$ cat src/rtl/supply_profile_selector_top_macros.svh
// assertion macros of the supply profile selector
`ifndef SUPPLY_PROFILE_SELECTOR_TOP_MACROS_SVH
`define SUPPLY_PROFILE_SELECTOR_TOP_MACROS_SVH

// same-cycle implication, checked out of reset
`define SPS_ASSERT_NOW(label, clk, rst_n, ante, cons, msg) \
    label: assert property (@(posedge clk) disable iff (!rst_n) (ante) |-> (cons)) \
        else $error(msg);

// next-cycle implication, checked out of reset
`define SPS_ASSERT_NEXT(label, clk, rst_n, ante, cons, msg) \
    label: assert property (@(posedge clk) disable iff (!rst_n) (ante) |=> (cons)) \
        else $error(msg);

`endif

$ cat src/rtl/sps_pkg.sv
// types, constants and tables of the supply profile selector
package sps_pkg;

    // slot table geometry
    localparam int SLOT_COUNT = 8;
    localparam int SLOT_AW    = (SLOT_COUNT > 1) ? $clog2(SLOT_COUNT) : 1;
    localparam int SLOT_CW    = $clog2(SLOT_COUNT + 1);
    localparam logic [SLOT_CW-1:0] SCAN_LAST = SLOT_CW'(SLOT_COUNT - 1);

    // voltages in 0.1 V units
    localparam int VOLT_W        = 9;
    localparam int BUS_W         = 8;
    localparam int HEADROOM_W    = 7;
    localparam int PROFILE_COUNT = 6;
    localparam logic [VOLT_W-1:0] VOLT_MAX      = 9'd511;
    localparam logic [VOLT_W-1:0] NO_CTRL_LIMIT = 9'd55;
    localparam logic [VOLT_W:0]   MARGIN        = 10'd5;

    // profile voltages, ascending: 5, 9, 12, 15, 18, 20 V
    localparam logic [PROFILE_COUNT-1:0][BUS_W-1:0] PROFILE_VOLTS =
        {8'd200, 8'd180, 8'd150, 8'd120, 8'd90, 8'd50};

    // configuration register indexes
    localparam int CFG_IDX_W = 1;
    localparam int CFG_DATA_W = 9;
    localparam logic [CFG_IDX_W-1:0] CFG_BOARD_MINIMUM = 1'b0;
    localparam logic [CFG_IDX_W-1:0] CFG_BUCK_HEADROOM = 1'b1;

    // reset values of the configuration registers
    localparam logic [VOLT_W-1:0]     BOARD_MINIMUM_RST = 9'd90;
    localparam logic [HEADROOM_W-1:0] BUCK_HEADROOM_RST = 7'd15;

    // command codes
    localparam logic FUNC_ENSURE = 1'b0;
    localparam logic FUNC_VERIFY = 1'b1;

    // result status codes
    typedef enum logic [2:0] {
        ST_SATISFIED    = 3'd0,
        ST_NEGOTIATE    = 3'd1,
        ST_INVALID_SLOT = 3'd2,
        ST_UNAVAILABLE  = 3'd3,
        ST_NOT_ATTACHED = 3'd4,
        ST_INSUFFICIENT = 3'd5
    } status_t;

    // input word
    typedef struct packed {
        logic                     func;
        logic [3:0]               consumer_id;
        logic [VOLT_W-1:0]        output_volts;
        logic                     is_buck_boost;
        logic                     controller_present;
        logic                     cable_attached;
        logic [PROFILE_COUNT-1:0] offered_mask;
        logic [BUS_W-1:0]         bus_volts;
    } sps_in_t;

    // result word
    typedef struct packed {
        status_t           status;
        logic [2:0]        target_profile;
        logic [VOLT_W-1:0] required_volts;
        logic              success;
    } sps_out_t;

    // one slot table entry
    typedef struct packed {
        logic              is_buck_boost;
        logic [VOLT_W-1:0] volts;
    } sps_entry_t;

    // slot memory access from the controller
    typedef struct packed {
        logic               we;
        logic [SLOT_AW-1:0] waddr;
        sps_entry_t         wdata;
        logic               re;
        logic [SLOT_AW-1:0] raddr;
    } sps_mem_req_t;

endpackage

$ cat src/rtl/sps_decide.sv
// profile choice and status decision for an ensure word
module sps_decide (
    input  logic [sps_pkg::VOLT_W-1:0]        req,
    input  sps_pkg::sps_in_t                  held,
    output sps_pkg::sps_out_t                 res
);

    logic [sps_pkg::PROFILE_COUNT-1:0] covers;
    logic [2:0]                        first_idx;
    logic                              first_found;
    logic [2:0]                        high_idx;
    logic [2:0]                        target;
    logic [sps_pkg::BUS_W-1:0]         tv;
    logic                              near;

    // which profiles reach the requirement minus the margin
    always_comb
    begin
        for (int i = 0; i < sps_pkg::PROFILE_COUNT; i++)
        begin
            covers[i] = ({2'b00, sps_pkg::PROFILE_VOLTS[i]} + sps_pkg::MARGIN)
                        >= {1'b0, req};
        end
    end

    // lowest covering offered profile, else highest offered
    always_comb
    begin
        first_idx   = 3'd0;
        first_found = 1'b0;
        high_idx    = 3'd0;
        for (int i = sps_pkg::PROFILE_COUNT - 1; i >= 0; i--)
        begin
            if (covers[i] && held.offered_mask[i])
            begin
                first_idx   = 3'(i);
                first_found = 1'b1;
            end
        end
        for (int i = 0; i < sps_pkg::PROFILE_COUNT; i++)
        begin
            if (held.offered_mask[i])
            begin
                high_idx = 3'(i);
            end
        end
        target = first_found ? first_idx : high_idx;
    end

    // present bus voltage within the margin of the chosen profile
    assign tv   = sps_pkg::PROFILE_VOLTS[target];
    assign near = (({2'b00, held.bus_volts} + sps_pkg::MARGIN) > {2'b00, tv}) &&
                  (({2'b00, tv} + sps_pkg::MARGIN) > {2'b00, held.bus_volts});

    // status word
    always_comb
    begin
        res.required_volts = req;
        res.target_profile = 3'd0;
        res.success        = 1'b0;
        res.status         = sps_pkg::ST_SATISFIED;
        if (!held.controller_present)
        begin
            res.success = (req <= sps_pkg::NO_CTRL_LIMIT);
            res.status  = res.success ? sps_pkg::ST_SATISFIED : sps_pkg::ST_UNAVAILABLE;
        end
        else if (!held.cable_attached)
        begin
            res.status = sps_pkg::ST_NOT_ATTACHED;
        end
        else
        begin
            res.target_profile = target;
            if (near)
            begin
                res.status  = sps_pkg::ST_SATISFIED;
                res.success = 1'b1;
            end
            else
            begin
                res.status  = sps_pkg::ST_NEGOTIATE;
                res.success = covers[target];
            end
        end
    end

endmodule

$ cat src/rtl/sps_slot_mem.sv
// slot table memory with per-entry valid bits cleared at reset
module sps_slot_mem (
    input  logic                  clk,
    input  logic                  rst_n,
    input  sps_pkg::sps_mem_req_t req,
    output sps_pkg::sps_entry_t   rd_entry
);

    sps_pkg::sps_entry_t              mem [sps_pkg::SLOT_COUNT];
    logic [sps_pkg::SLOT_COUNT-1:0]   valid_reg;
    sps_pkg::sps_entry_t              rd_data_reg;
    logic                             rd_vld_reg;

    // storage array, one write and one registered read port
    always_ff @(posedge clk)
    begin
        if (req.we)
        begin
            mem[req.waddr] <= req.wdata;
        end
        if (req.re)
        begin
            rd_data_reg <= mem[req.raddr];
        end
    end

    // valid bits and read valid flag
    always_ff @(posedge clk or negedge rst_n)
    begin
        if (!rst_n)
        begin
            valid_reg  <= '0;
            rd_vld_reg <= 1'b0;
        end
        else
        begin
            if (req.we)
            begin
                valid_reg[req.waddr] <= 1'b1;
            end
            if (req.re)
            begin
                rd_vld_reg <= valid_reg[req.raddr];
            end
        end
    end

    // never-written entries read as idle
    assign rd_entry = rd_vld_reg ? rd_data_reg : '0;

endmodule

$ cat src/rtl/sps_ctrl.sv
// sequencer: slot write, table scan, requirement accumulate and result word
`include "supply_profile_selector_top_macros.svh"

module sps_ctrl (
    input  logic                                clk,
    input  logic                                rst_n,
    input  logic                                start,
    output logic                                busy,
    input  sps_pkg::sps_in_t                    cmd,
    input  logic [sps_pkg::VOLT_W-1:0]          board_minimum,
    input  logic [sps_pkg::HEADROOM_W-1:0]      buck_headroom,
    output sps_pkg::sps_mem_req_t               mem_req,
    input  sps_pkg::sps_entry_t                 rd_entry,
    output logic                                done,
    output sps_pkg::sps_out_t                   result
);

    typedef enum logic [3:0] {
        S_IDLE   = 4'b0001,
        S_SCAN   = 4'b0010,
        S_DRAIN  = 4'b0100,
        S_DECIDE = 4'b1000
    } state_t;

    state_t                         state_reg, state_next;
    logic [sps_pkg::SLOT_CW-1:0]    cnt_reg, cnt_next;
    logic                           pend_reg, pend_next;
    logic [sps_pkg::VOLT_W-1:0]     req_reg, req_next;
    logic [sps_pkg::VOLT_W-1:0]     last_req_reg, last_req_next;
    sps_pkg::sps_in_t               hold_reg, hold_next;
    sps_pkg::sps_out_t              result_reg, result_next;
    logic                           done_reg, done_next;

    sps_pkg::sps_out_t              dec_res;
    logic [sps_pkg::VOLT_W:0]       need_sum;
    logic [sps_pkg::VOLT_W-1:0]     need;
    logic                           slot_bad;
    logic                           verify_ok;

    // profile choice on the finished requirement
    sps_decide u_decide (
        .req  (req_reg),
        .held (hold_reg),
        .res  (dec_res)
    );

    // requirement of the entry coming out of memory
    assign need_sum = {1'b0, rd_entry.volts} + {3'b000, buck_headroom};
    always_comb
    begin
        if (rd_entry.is_buck_boost)
        begin
            need = rd_entry.volts;
        end
        else if (need_sum[sps_pkg::VOLT_W])
        begin
            need = sps_pkg::VOLT_MAX;
        end
        else
        begin
            need = need_sum[sps_pkg::VOLT_W-1:0];
        end
    end

    assign slot_bad  = {1'b0, cmd.consumer_id} >= 5'(sps_pkg::SLOT_COUNT);
    assign verify_ok = ({2'b00, cmd.bus_volts} + sps_pkg::MARGIN) >= {1'b0, last_req_reg};

    // next-state logic
    always_comb
    begin
        state_next    = state_reg;
        cnt_next      = cnt_reg;
        pend_next     = (state_reg == S_SCAN);
        req_next      = req_reg;
        last_req_next = last_req_reg;
        hold_next     = hold_reg;
        result_next   = result_reg;
        done_next     = 1'b0;

        mem_req       = '0;
        mem_req.waddr = cmd.consumer_id[sps_pkg::SLOT_AW-1:0];
        mem_req.wdata = '{is_buck_boost: cmd.is_buck_boost, volts: cmd.output_volts};
        mem_req.raddr = cnt_reg[sps_pkg::SLOT_AW-1:0];

        // running maximum over active slots
        if (pend_reg && (rd_entry.volts != '0) && (need > req_reg))
        begin
            req_next = need;
        end

        unique case (state_reg)
            S_IDLE:
            begin
                if (start)
                begin
                    if (cmd.func == sps_pkg::FUNC_VERIFY)
                    begin
                        result_next.status         = verify_ok ? sps_pkg::ST_SATISFIED
                                                               : sps_pkg::ST_INSUFFICIENT;
                        result_next.target_profile = 3'd0;
                        result_next.required_volts = last_req_reg;
                        result_next.success        = verify_ok;
                        done_next                  = 1'b1;
                    end
                    else if (slot_bad)
                    begin
                        result_next.status         = sps_pkg::ST_INVALID_SLOT;
                        result_next.target_profile = 3'd0;
                        result_next.required_volts = '0;
                        result_next.success        = 1'b0;
                        done_next                  = 1'b1;
                    end
                    else
                    begin
                        mem_req.we = 1'b1;
                        hold_next  = cmd;
                        req_next   = board_minimum;
                        cnt_next   = '0;
                        state_next = S_SCAN;
                    end
                end
            end
            S_SCAN:
            begin
                mem_req.re = 1'b1;
                cnt_next   = cnt_reg + sps_pkg::SLOT_CW'(1);
                if (cnt_reg == sps_pkg::SCAN_LAST)
                begin
                    state_next = S_DRAIN;
                end
            end
            S_DRAIN:
            begin
                state_next = S_DECIDE;
            end
            S_DECIDE:
            begin
                result_next   = dec_res;
                last_req_next = req_reg;
                done_next     = 1'b1;
                state_next    = S_IDLE;
            end
            default:
            begin
                state_next = S_IDLE;
            end
        endcase
    end

    // control registers
    always_ff @(posedge clk or negedge rst_n)
    begin
        if (!rst_n)
        begin
            state_reg    <= S_IDLE;
            cnt_reg      <= '0;
            pend_reg     <= 1'b0;
            last_req_reg <= '0;
            done_reg     <= 1'b0;
        end
        else
        begin
            state_reg    <= state_next;
            cnt_reg      <= cnt_next;
            pend_reg     <= pend_next;
            last_req_reg <= last_req_next;
            done_reg     <= done_next;
        end
    end

    // payload registers
    always_ff @(posedge clk)
    begin
        req_reg    <= req_next;
        hold_reg   <= hold_next;
        result_reg <= result_next;
    end

    assign busy   = (state_reg != S_IDLE);
    assign done   = done_reg;
    assign result = result_reg;

    // sequencing checks
    `SPS_ASSERT_NEXT(a_ensure_starts_scan, clk, rst_n,
        (start && !busy && (cmd.func == sps_pkg::FUNC_ENSURE) && !slot_bad),
        ((state_reg == S_SCAN) && (cnt_reg == '0)), "ensure word did not start a scan")
    `SPS_ASSERT_NEXT(a_scan_runs, clk, rst_n,
        ((state_reg == S_SCAN) && (cnt_reg != sps_pkg::SCAN_LAST)),
        (state_reg == S_SCAN), "scan ended early")
    `SPS_ASSERT_NEXT(a_drain_decides, clk, rst_n,
        (state_reg == S_DRAIN), ((state_reg == S_DECIDE) && !pend_reg),
        "drain not followed by decision")
    `SPS_ASSERT_NOW(a_done_source, clk, rst_n,
        done, ($past(state_reg == S_DECIDE) || $past(start && !busy)),
        "result word without a cause")

endmodule

$ cat src/rtl/supply_profile_selector_top.sv
// top level of the supply profile selector: configuration registers and wiring
//
// Usage:
//   A command word is taken on cmd at a rising edge with start high and busy
//   low. Each command gives exactly one result word on result, shown for one
//   cycle with done high; the receiver cannot stall, so it must take it then.
//   Verify commands and ensure commands naming a slot outside the table
//   answer in the next cycle and leave busy low.
//   A valid ensure command writes its slot into the slot memory at the accept
//   edge, then reads the table back one slot per cycle through the memory's
//   single registered read port to build the requirement, then picks the
//   profile. busy stays high through the scan, drain and decide states, and
//   done rises as busy falls, when the decide state hands back to idle; the
//   next command may be taken at the edge that ends the done cycle.
//   Configuration: cfg_we, cfg_idx and cfg_data write board_minimum (index 0)
//   or buck_headroom (index 1) at any edge; only write while idle.
//   Reset (rst_n low, asynchronous) returns the board minimum to 9.0 V and the
//   headroom to 1.5 V, marks every slot idle and clears the stored
//   requirement; no clearing pass is needed.
module supply_profile_selector_top (
    input  logic                              clk,
    input  logic                              rst_n,
    input  logic                              start,
    output logic                              busy,
    input  sps_pkg::sps_in_t                  cmd,
    output logic                              done,
    output sps_pkg::sps_out_t                 result,
    input  logic                              cfg_we,
    input  logic [sps_pkg::CFG_IDX_W-1:0]     cfg_idx,
    input  logic [sps_pkg::CFG_DATA_W-1:0]    cfg_data
);

    logic [sps_pkg::VOLT_W-1:0]     board_min_reg;
    logic [sps_pkg::HEADROOM_W-1:0] headroom_reg;
    sps_pkg::sps_mem_req_t          mem_req;
    sps_pkg::sps_entry_t            rd_entry;

    // configuration registers
    always_ff @(posedge clk or negedge rst_n)
    begin
        if (!rst_n)
        begin
            board_min_reg <= sps_pkg::BOARD_MINIMUM_RST;
            headroom_reg  <= sps_pkg::BUCK_HEADROOM_RST;
        end
        else if (cfg_we)
        begin
            unique case (cfg_idx)
                sps_pkg::CFG_BOARD_MINIMUM:
                begin
                    board_min_reg <= cfg_data[sps_pkg::VOLT_W-1:0];
                end
                sps_pkg::CFG_BUCK_HEADROOM:
                begin
                    headroom_reg <= cfg_data[sps_pkg::HEADROOM_W-1:0];
                end
                default:
                begin
                    board_min_reg <= board_min_reg;
                end
            endcase
        end
    end

    // slot table
    sps_slot_mem u_slot_mem (
        .clk      (clk),
        .rst_n    (rst_n),
        .req      (mem_req),
        .rd_entry (rd_entry)
    );

    // sequencer
    sps_ctrl u_ctrl (
        .clk           (clk),
        .rst_n         (rst_n),
        .start         (start),
        .busy          (busy),
        .cmd           (cmd),
        .board_minimum (board_min_reg),
        .buck_headroom (headroom_reg),
        .mem_req       (mem_req),
        .rd_entry      (rd_entry),
        .done          (done),
        .result        (result)
    );

endmodule

$ cat config.mk
export PLATFORM = sky130hd
export DESIGN_NAME = supply_profile_selector_top
export DESIGN_NICKNAME = d
export VERILOG_FILES = /design/src/rtl/sps_pkg.sv /design/src/rtl/sps_decide.sv /design/src/rtl/sps_slot_mem.sv /design/src/rtl/sps_ctrl.sv /design/src/rtl/supply_profile_selector_top.sv
export VERILOG_INCLUDE_DIRS = /design/src /design/src/rtl
export SDC_FILE = /design/constraint.sdc
export NUM_CORES = 1
export LEC_CHECK = 0
export BUFFER_PORTS_ARGS = -buffer_cell sky130_fd_sc_hd__buf_2
export CELL_PAD_IN_SITES_DETAIL_PLACEMENT = 0
export CELL_PAD_IN_SITES_GLOBAL_PLACEMENT = 2
export CORE_MARGIN = 2
export CORE_UTILIZATION = 45
export DETAILED_ROUTE_END_ITERATION = 6
export PLACE_DENSITY_LB_ADDON = 0.1
export SLEW_MARGIN = 20
export SYNTH_ARGS = -nofsm -noshare
export SYNTH_HDL_FRONTEND = slang
export SYNTH_SLANG_ARGS = --single-unit
$ cat constraint.sdc
create_clock -name clk -period 6.5 [get_ports clk]
set_input_delay 0.975 -clock clk [delete_from_list [all_inputs] [get_ports clk]]
set_output_delay 0.975 -clock clk [all_outputs]
set_load 0.02 [all_outputs]
Word-level counts from Yosys, hierarchy flattened. Memory sizes are Yosys's and may differ from the RTL's. A register that Yosys moved wholly into a read port is not among the register bits. Index checks and enable logic that the tools add are counted. W data, S select, Z words.

$lt $le $gt $ge: 16. Bitwise operators: 4. Equality and inequality tests: 11. $mul: 0. Shifts and indexed selects: 0. Add/sub/neg operators: 5. Mux-type cells: 67. Div/mod/pow operators: 0. Reductions and logical operators: 19.

Operator list (count): $mux W9 (7); $mux W16 (3); $mux W3 (16); $pmux W16 S2 (1); $mux W4 (7); $add A8 B3 Y9 const B (3); $ge A8 B9 Y1 const A (3); $mux W1 (24); $ge A7 B9 Y1 const A (2); $gt A9 B8 Y1 (2); $lt A3 B4 Y1 const B (3); $pmux W4 S3 (1); $reduce_and A4 Y1 (3); $add A9 B7 Y10 (1); $ge A10 B9 Y1 (1); $logic_and A1 B1 Y1 (10); $mux W10 (1); $ge A6 B9 Y1 const A (1); $gt A9 B9 Y1 (1); $le A9 B6 Y1 const B (1); $reduce_bool A9 Y1 (1); $eq A4 B3 Y1 const B (2); $mux W8 (1); $ne A2 B2 Y1 const B (4); other kinds (18) (23).

Logic and storage cells: 142. Memories kept: 2. Bits in latches: 0. Bits in writable memories: 80. Bits in read-only memories: 64. Output and inout port bits: 18. Register bits after elaboration: 85.

Memories: u_slot_mem.mem (depth 8, width 10, read ports 1, clocked after Yosys merged registers in 1, wr ports 1, line sps_slot_mem.sv:9) `sps_pkg::sps_entry_t mem [sps_pkg::SLOT_COUNT];`; (name not given) (depth 8, width 8, read ports 1, clocked after Yosys merged registers in 0, wr ports 0, line sps_decide.sv:51) `assign tv = sps_pkg::PROFILE_VOLTS[target];`.

Logic depth before layout (Yosys ltp).
Depth after elaboration: 18. Mapped depth: 20. Mapped depth without buffers: 19.

Cells and area by module. From an unflattened synthesis, not the netlist that was laid out.

Cells, all modules: 712. Area total of the unflattened synthesis: 9520.4 um2.

By module, submodules not included: sps_slot_mem (instances 1, area an instance 3858.7 um2, sequential area each 2927.8 um2, cells each 174); sps_ctrl (instances 1, area an instance 3857.4 um2, sequential area each 2038.2 um2, cells each 346); sps_decide (instances 1, area an instance 1148.6 um2, sequential area each 0.0 um2, cells each 157); supply_profile_selector_top (instances 1, area an instance 655.6 um2, sequential area each 410.4 um2, cells each 35).

Worst setup path before layout. OpenSTA, ideal clock, no wires.

Path type: flip-flop to flip-flop. From: reg u_slot_mem.rd_vld_reg. To: reg u_ctrl.req_reg[3] (netlist bit). Required time: 6430 ps. Path slack: 2354 ps. Arrival time: 4077 ps. Cell stages (with the launch flop): 20. Library setup time: 70 ps. Period minus slack after synthesis: 4146 ps. Cell sequence: dfrtp_1 clkbuf_1 and2_1 ha_1 fa_1 a21o_1 a21oi_1 nor2b_1 o31a_1 o211a_1 o221a_2 ha_1 nand4_1 nor2_1 a21oi_1 o2111ai_1 a21oi_1 clkbuf_1 o221ai_1 a21oi_1.

Longest elaborated chain between the ends: 11. Elaborated cells on any way between the ends: 13.

Ends and longest elaborated chain: start, declared (line sps_slot_mem.sv:12) `logic rd_vld_reg;`; start signal, assigned (line sps_slot_mem.sv:43) `rd_vld_reg <= valid_reg[req.raddr];`; $mux W10 * (line sps_slot_mem.sv:49) `assign rd_entry = rd_vld_reg ? rd_data_reg : '0;`; $add A9 B7 Y10 (line sps_ctrl.sv:48) `assign need_sum = {1'b0, rd_entry.volts} + {3'b000, buck_headroom};`; $mux W9 (line sps_ctrl.sv:55) `else if (need_sum[sps_pkg::VOLT_W])`; $mux W9 (line sps_ctrl.sv:51) `if (rd_entry.is_buck_boost)`; $gt A9 B9 Y1 (line sps_ctrl.sv:86) `if (pend_reg && (rd_entry.volts != '0) && (need > req_reg))`; $logic_and A1 B1 Y1 (line sps_ctrl.sv:86); $mux W9 * (line sps_ctrl.sv:86); $mux W9 (line sps_ctrl.sv:105) `else if (slot_bad)`; $mux W9 (line sps_ctrl.sv:96) `if (cmd.func == sps_pkg::FUNC_VERIFY)`; $mux W9 (line sps_ctrl.sv:94) `if (start)`; $mux W9 * (line sps_ctrl.sv:91) `unique case (state_reg)`; net u_ctrl.req_next, one bit (line sps_ctrl.sv:28) `logic [sps_pkg::VOLT_W-1:0] req_reg, req_next;`; end signal, assigned (line sps_ctrl.sv:174) `req_reg <= req_next;`; end, declared (line sps_ctrl.sv:28).

The timed path passes the listed nets; every way through them passes the cells marked *. A chain may end at the register's enable or synchronous reset.

==> flow_metrics.env <==
export IMPL_status="finished clean"
export IMPL_slew_violations=0
export IMPL_clk_pin_slew_ns=0.07
export IMPL_grt_total_usage_pct=20.08
export IMPL_num_vias=5567
export IMPL_wl_per_cell_um=18.88
export IMPL_die_x_um=142.4
export IMPL_ys_warn_count=0
export IMPL_leakage_nw=3.806
export IMPL_async_flop_share_pct=25.14
export IMPL_worst_setup_path_end_kind="flip-flop"
export IMPL_netlist_cell_type_count=69
export IMPL_cts_resized=0
export IMPL_syn_to_final_growth_pct=14.64
export IMPL_drtAntennaViolNets=0
export IMPL_p_total_w=0.003892
export IMPL_row_count=50
export IMPL_start_kind="flip-flop"
export IMPL_ys_seq_area_share_pct=57.51
export IMPL_required_ns=6.68
export IMPL_wl_mm=18.86
export IMPL_largest_register_ffs=80
export IMPL_netlist_area_um2=8617
export IMPL_cts_root_buf="clkbuf_16"
export IMPL_synthCells=677
export IMPL_dr_pass1_iters=5
export IMPL_cts_inserted_buffers=17
export IMPL_antenna_cells=0
export IMPL_cts_max_level=4
export IMPL_grt_pass1_wl_mm=30.94
export IMPL_drive_gt1_share_pct=24.84
export IMPL_fin_crit_ns=4.582
export IMPL_max_vdd_ir_drop_uv=249.3
export IMPL_start_util_pct=45.91
export IMPL_ctsHoldBuffers=0
export IMPL_pin_count=63
export IMPL_ys_ff_latch=175
export IMPL_hpwl_mm=13.98
export IMPL_powerDensity_nw_per_um2=394.0
export IMPL_place_congestion=0.8181
export IMPL_clock_fmax_mhz=218.2
export IMPL_overflow=0
export IMPL_hold_slack_ns=0.4670
export IMPL_die_h_um=142.4
export IMPL_crit_arrival_ns=4.76
export IMPL_final_common_cell="edfxtp_1"
export IMPL_remaining_drc_errors=0
export IMPL_finalWorstSetupSlack_ns=1.918
export IMPL_final_cell_mix="edfxtp_1 (122), buf_2 (61), nor2_1 (60)"
export IMPL_place_ws_ns=1.899
export IMPL_hold_class="flip-flop to flip-flop"
export IMPL_fillers=1641
export IMPL_grt_pass1_vias=5772
export IMPL_finalSetupViolations=0
export IMPL_antenna_found_initial=0
export IMPL_drv_cap=0
export IMPL_drtIter0Drc=289
export IMPL_grt_max_degree=45
export IMPL_clock_latency_ns=0.43
export IMPL_cts_tree="done"
export IMPL_synth_edf_count=122
export IMPL_clockBufferDepth=2
export IMPL_rsz0062_at_grt="no"
export IMPL_final_nets=840
export IMPL_cts_setup_buffers=0
export IMPL_ys_flop_type="edfxtp_1"
export IMPL_fin_tns_setup_ns=0
export IMPL_synth_nets=765
export IMPL_critPathKind="flip-flop to flip-flop"
export IMPL_crit_fanout=8
export IMPL_clkSinkCount=175
export IMPL_tightest_slew_ns=0.9599
export IMPL_relSlewSlack_pct=35.11
export IMPL_core_um2=18770
export IMPL_io_buffers=62
export IMPL_die_area_um2=20270
export IMPL_fin_util_pct=52.63
export IMPL_vias_per_cell=5.573
export IMPL_finClkSkew_ns=0.008600
export IMPL_syn_area_per_cell_um2=12.73
export IMPL_finalCritPeriodShare_pct=70.50
export IMPL_finalHoldViolCount=0
power breakdown:
part | leakage (nW) | switching (W) | internal [W]
clock network | 0.292 | 0.000465 | 0.000551
logic | 1.78 | 0.000748 | 0.000641
registers | 1.73 | 0.000153 | 0.00133
total | 3.81 | 0.00137 | 0.00253
critical path, stage by stage, from the launching register on:
cell and delay [ns]:
dfxtp_1 0.40, nor2_1 0.45, and3_1 0.33, a2111o_1 0.19, nor2_1 0.06, nor2_2 0.29
inv_1 0.13, ha_1 0.36, xnor2_1 0.18, nand2_1 0.09, ha_1 0.29, o21ai_0 0.07
a21oi_1 0.13, nor2_1 0.07, or4_4 0.52, a211o_1 0.28, o22ai_1 0.12, o211ai_1 0.13
a41o_1 0.26
per-layer routing:
metal / track usage, % / vias to the layer above / share of wire [%]
li1: - / 2711 / -
met1: 25.99 / 2761 / 45
met2: 35.14 / 85 / 51
met3: 4.172 / 10 / 3.0
met5: 0 / - / 0
met4: 4.221 / 0 / 0.70
synth_stat cells, types with 4 or more instances:
library cell | number | area share [%]
a31oi_1 | 4 | 0.29
dfstp_2 | 9 | 2.7
nor4_1 | 4 | 0.29
nor2_1 | 61 | 2.7
clkbuf_1 | 14 | 0.61
a21oi_1 | 34 | 2.0
edfxtp_1 | 122 | 43
dfrtp_1 | 35 | 10
inv_1 | 36 | 1.6
xor2_1 | 5 | 0.51
or2_2 | 10 | 0.73
dfxtp_1 | 9 | 2.1
nand4_1 | 11 | 0.80
o21ai_0 | 38 | 2.2
xnor2_1 | 13 | 1.3
and2_1 | 10 | 0.73
nor2b_1 | 13 | 0.94
nand2b_1 | 9 | 0.65
mux2_2 | 28 | 3.7
o22a_1 | 5 | 0.51
nand3_1 | 10 | 0.58
mux4_2 | 22 | 5.8
o21a_1 | 5 | 0.44
nand2_1 | 45 | 2.0
nor3_1 | 9 | 0.52
ha_1 | 42 | 6.1
a21o_1 | 6 | 0.52
o221ai_1 | 4 | 0.41
metrics by stage:
stage / std cells / cell area, µm²
2_1_floorplan: 677 / 8617
3_3_place_gp: 967 / 9270
3_5_place_dp: 967 / 9276
4_1_cts: 999 / 9874
5_1_grt: 999 / 9878
6_report: 999 / 9878
final timing paths:
path | startpoint | to | slack (ns) | cells after the start
worst max-delay path | u_ctrl.req_reg[7] | u_ctrl.result[13] | 1.92 | 18
worst min-delay path | u_slot_mem.valid_reg[6] | u_slot_mem.valid_reg[6] | 0.47 | 1
worst max register to register | u_ctrl.req_reg[7] | u_ctrl.result[13] | 1.92 | 18
worst min register to register | u_slot_mem.valid_reg[6] | u_slot_mem.valid_reg[6] | 0.47 | 1
max in group asynchronous | rst_n | u_ctrl.cnt_reg[1] | 5.49 | 1
min in group asynchronous | rst_n | board_min_reg[5] | 0.53 | 1
cell type report:
class	instances	area (µm²)	area share, %
Sequential cell	175	4957	50.18
Multi-Input combinational cell	449	3500	35.43
Clock buffer	18	429.2	4.345
Timing Repair Buffer	73	395.4	4.003
Tap cell	234	292.8	2.964
Clock inverter	14	168.9	1.710
Inverter	36	135.1	1.368
kinds of logic after synthesis:
group,count (synthesis),share of synthesized area [%]
xor gates and xnor gates,18,1.830
AOI/OAI and AO/OA,130,10.11
DFF,175,57.51
adders and majority gates,43,6.331
buffers and inverters,53,2.323
and+or+nand+nor,205,12.14
muxes,53,9.758
Note: power is estimated with default switching activity, not from simulation.
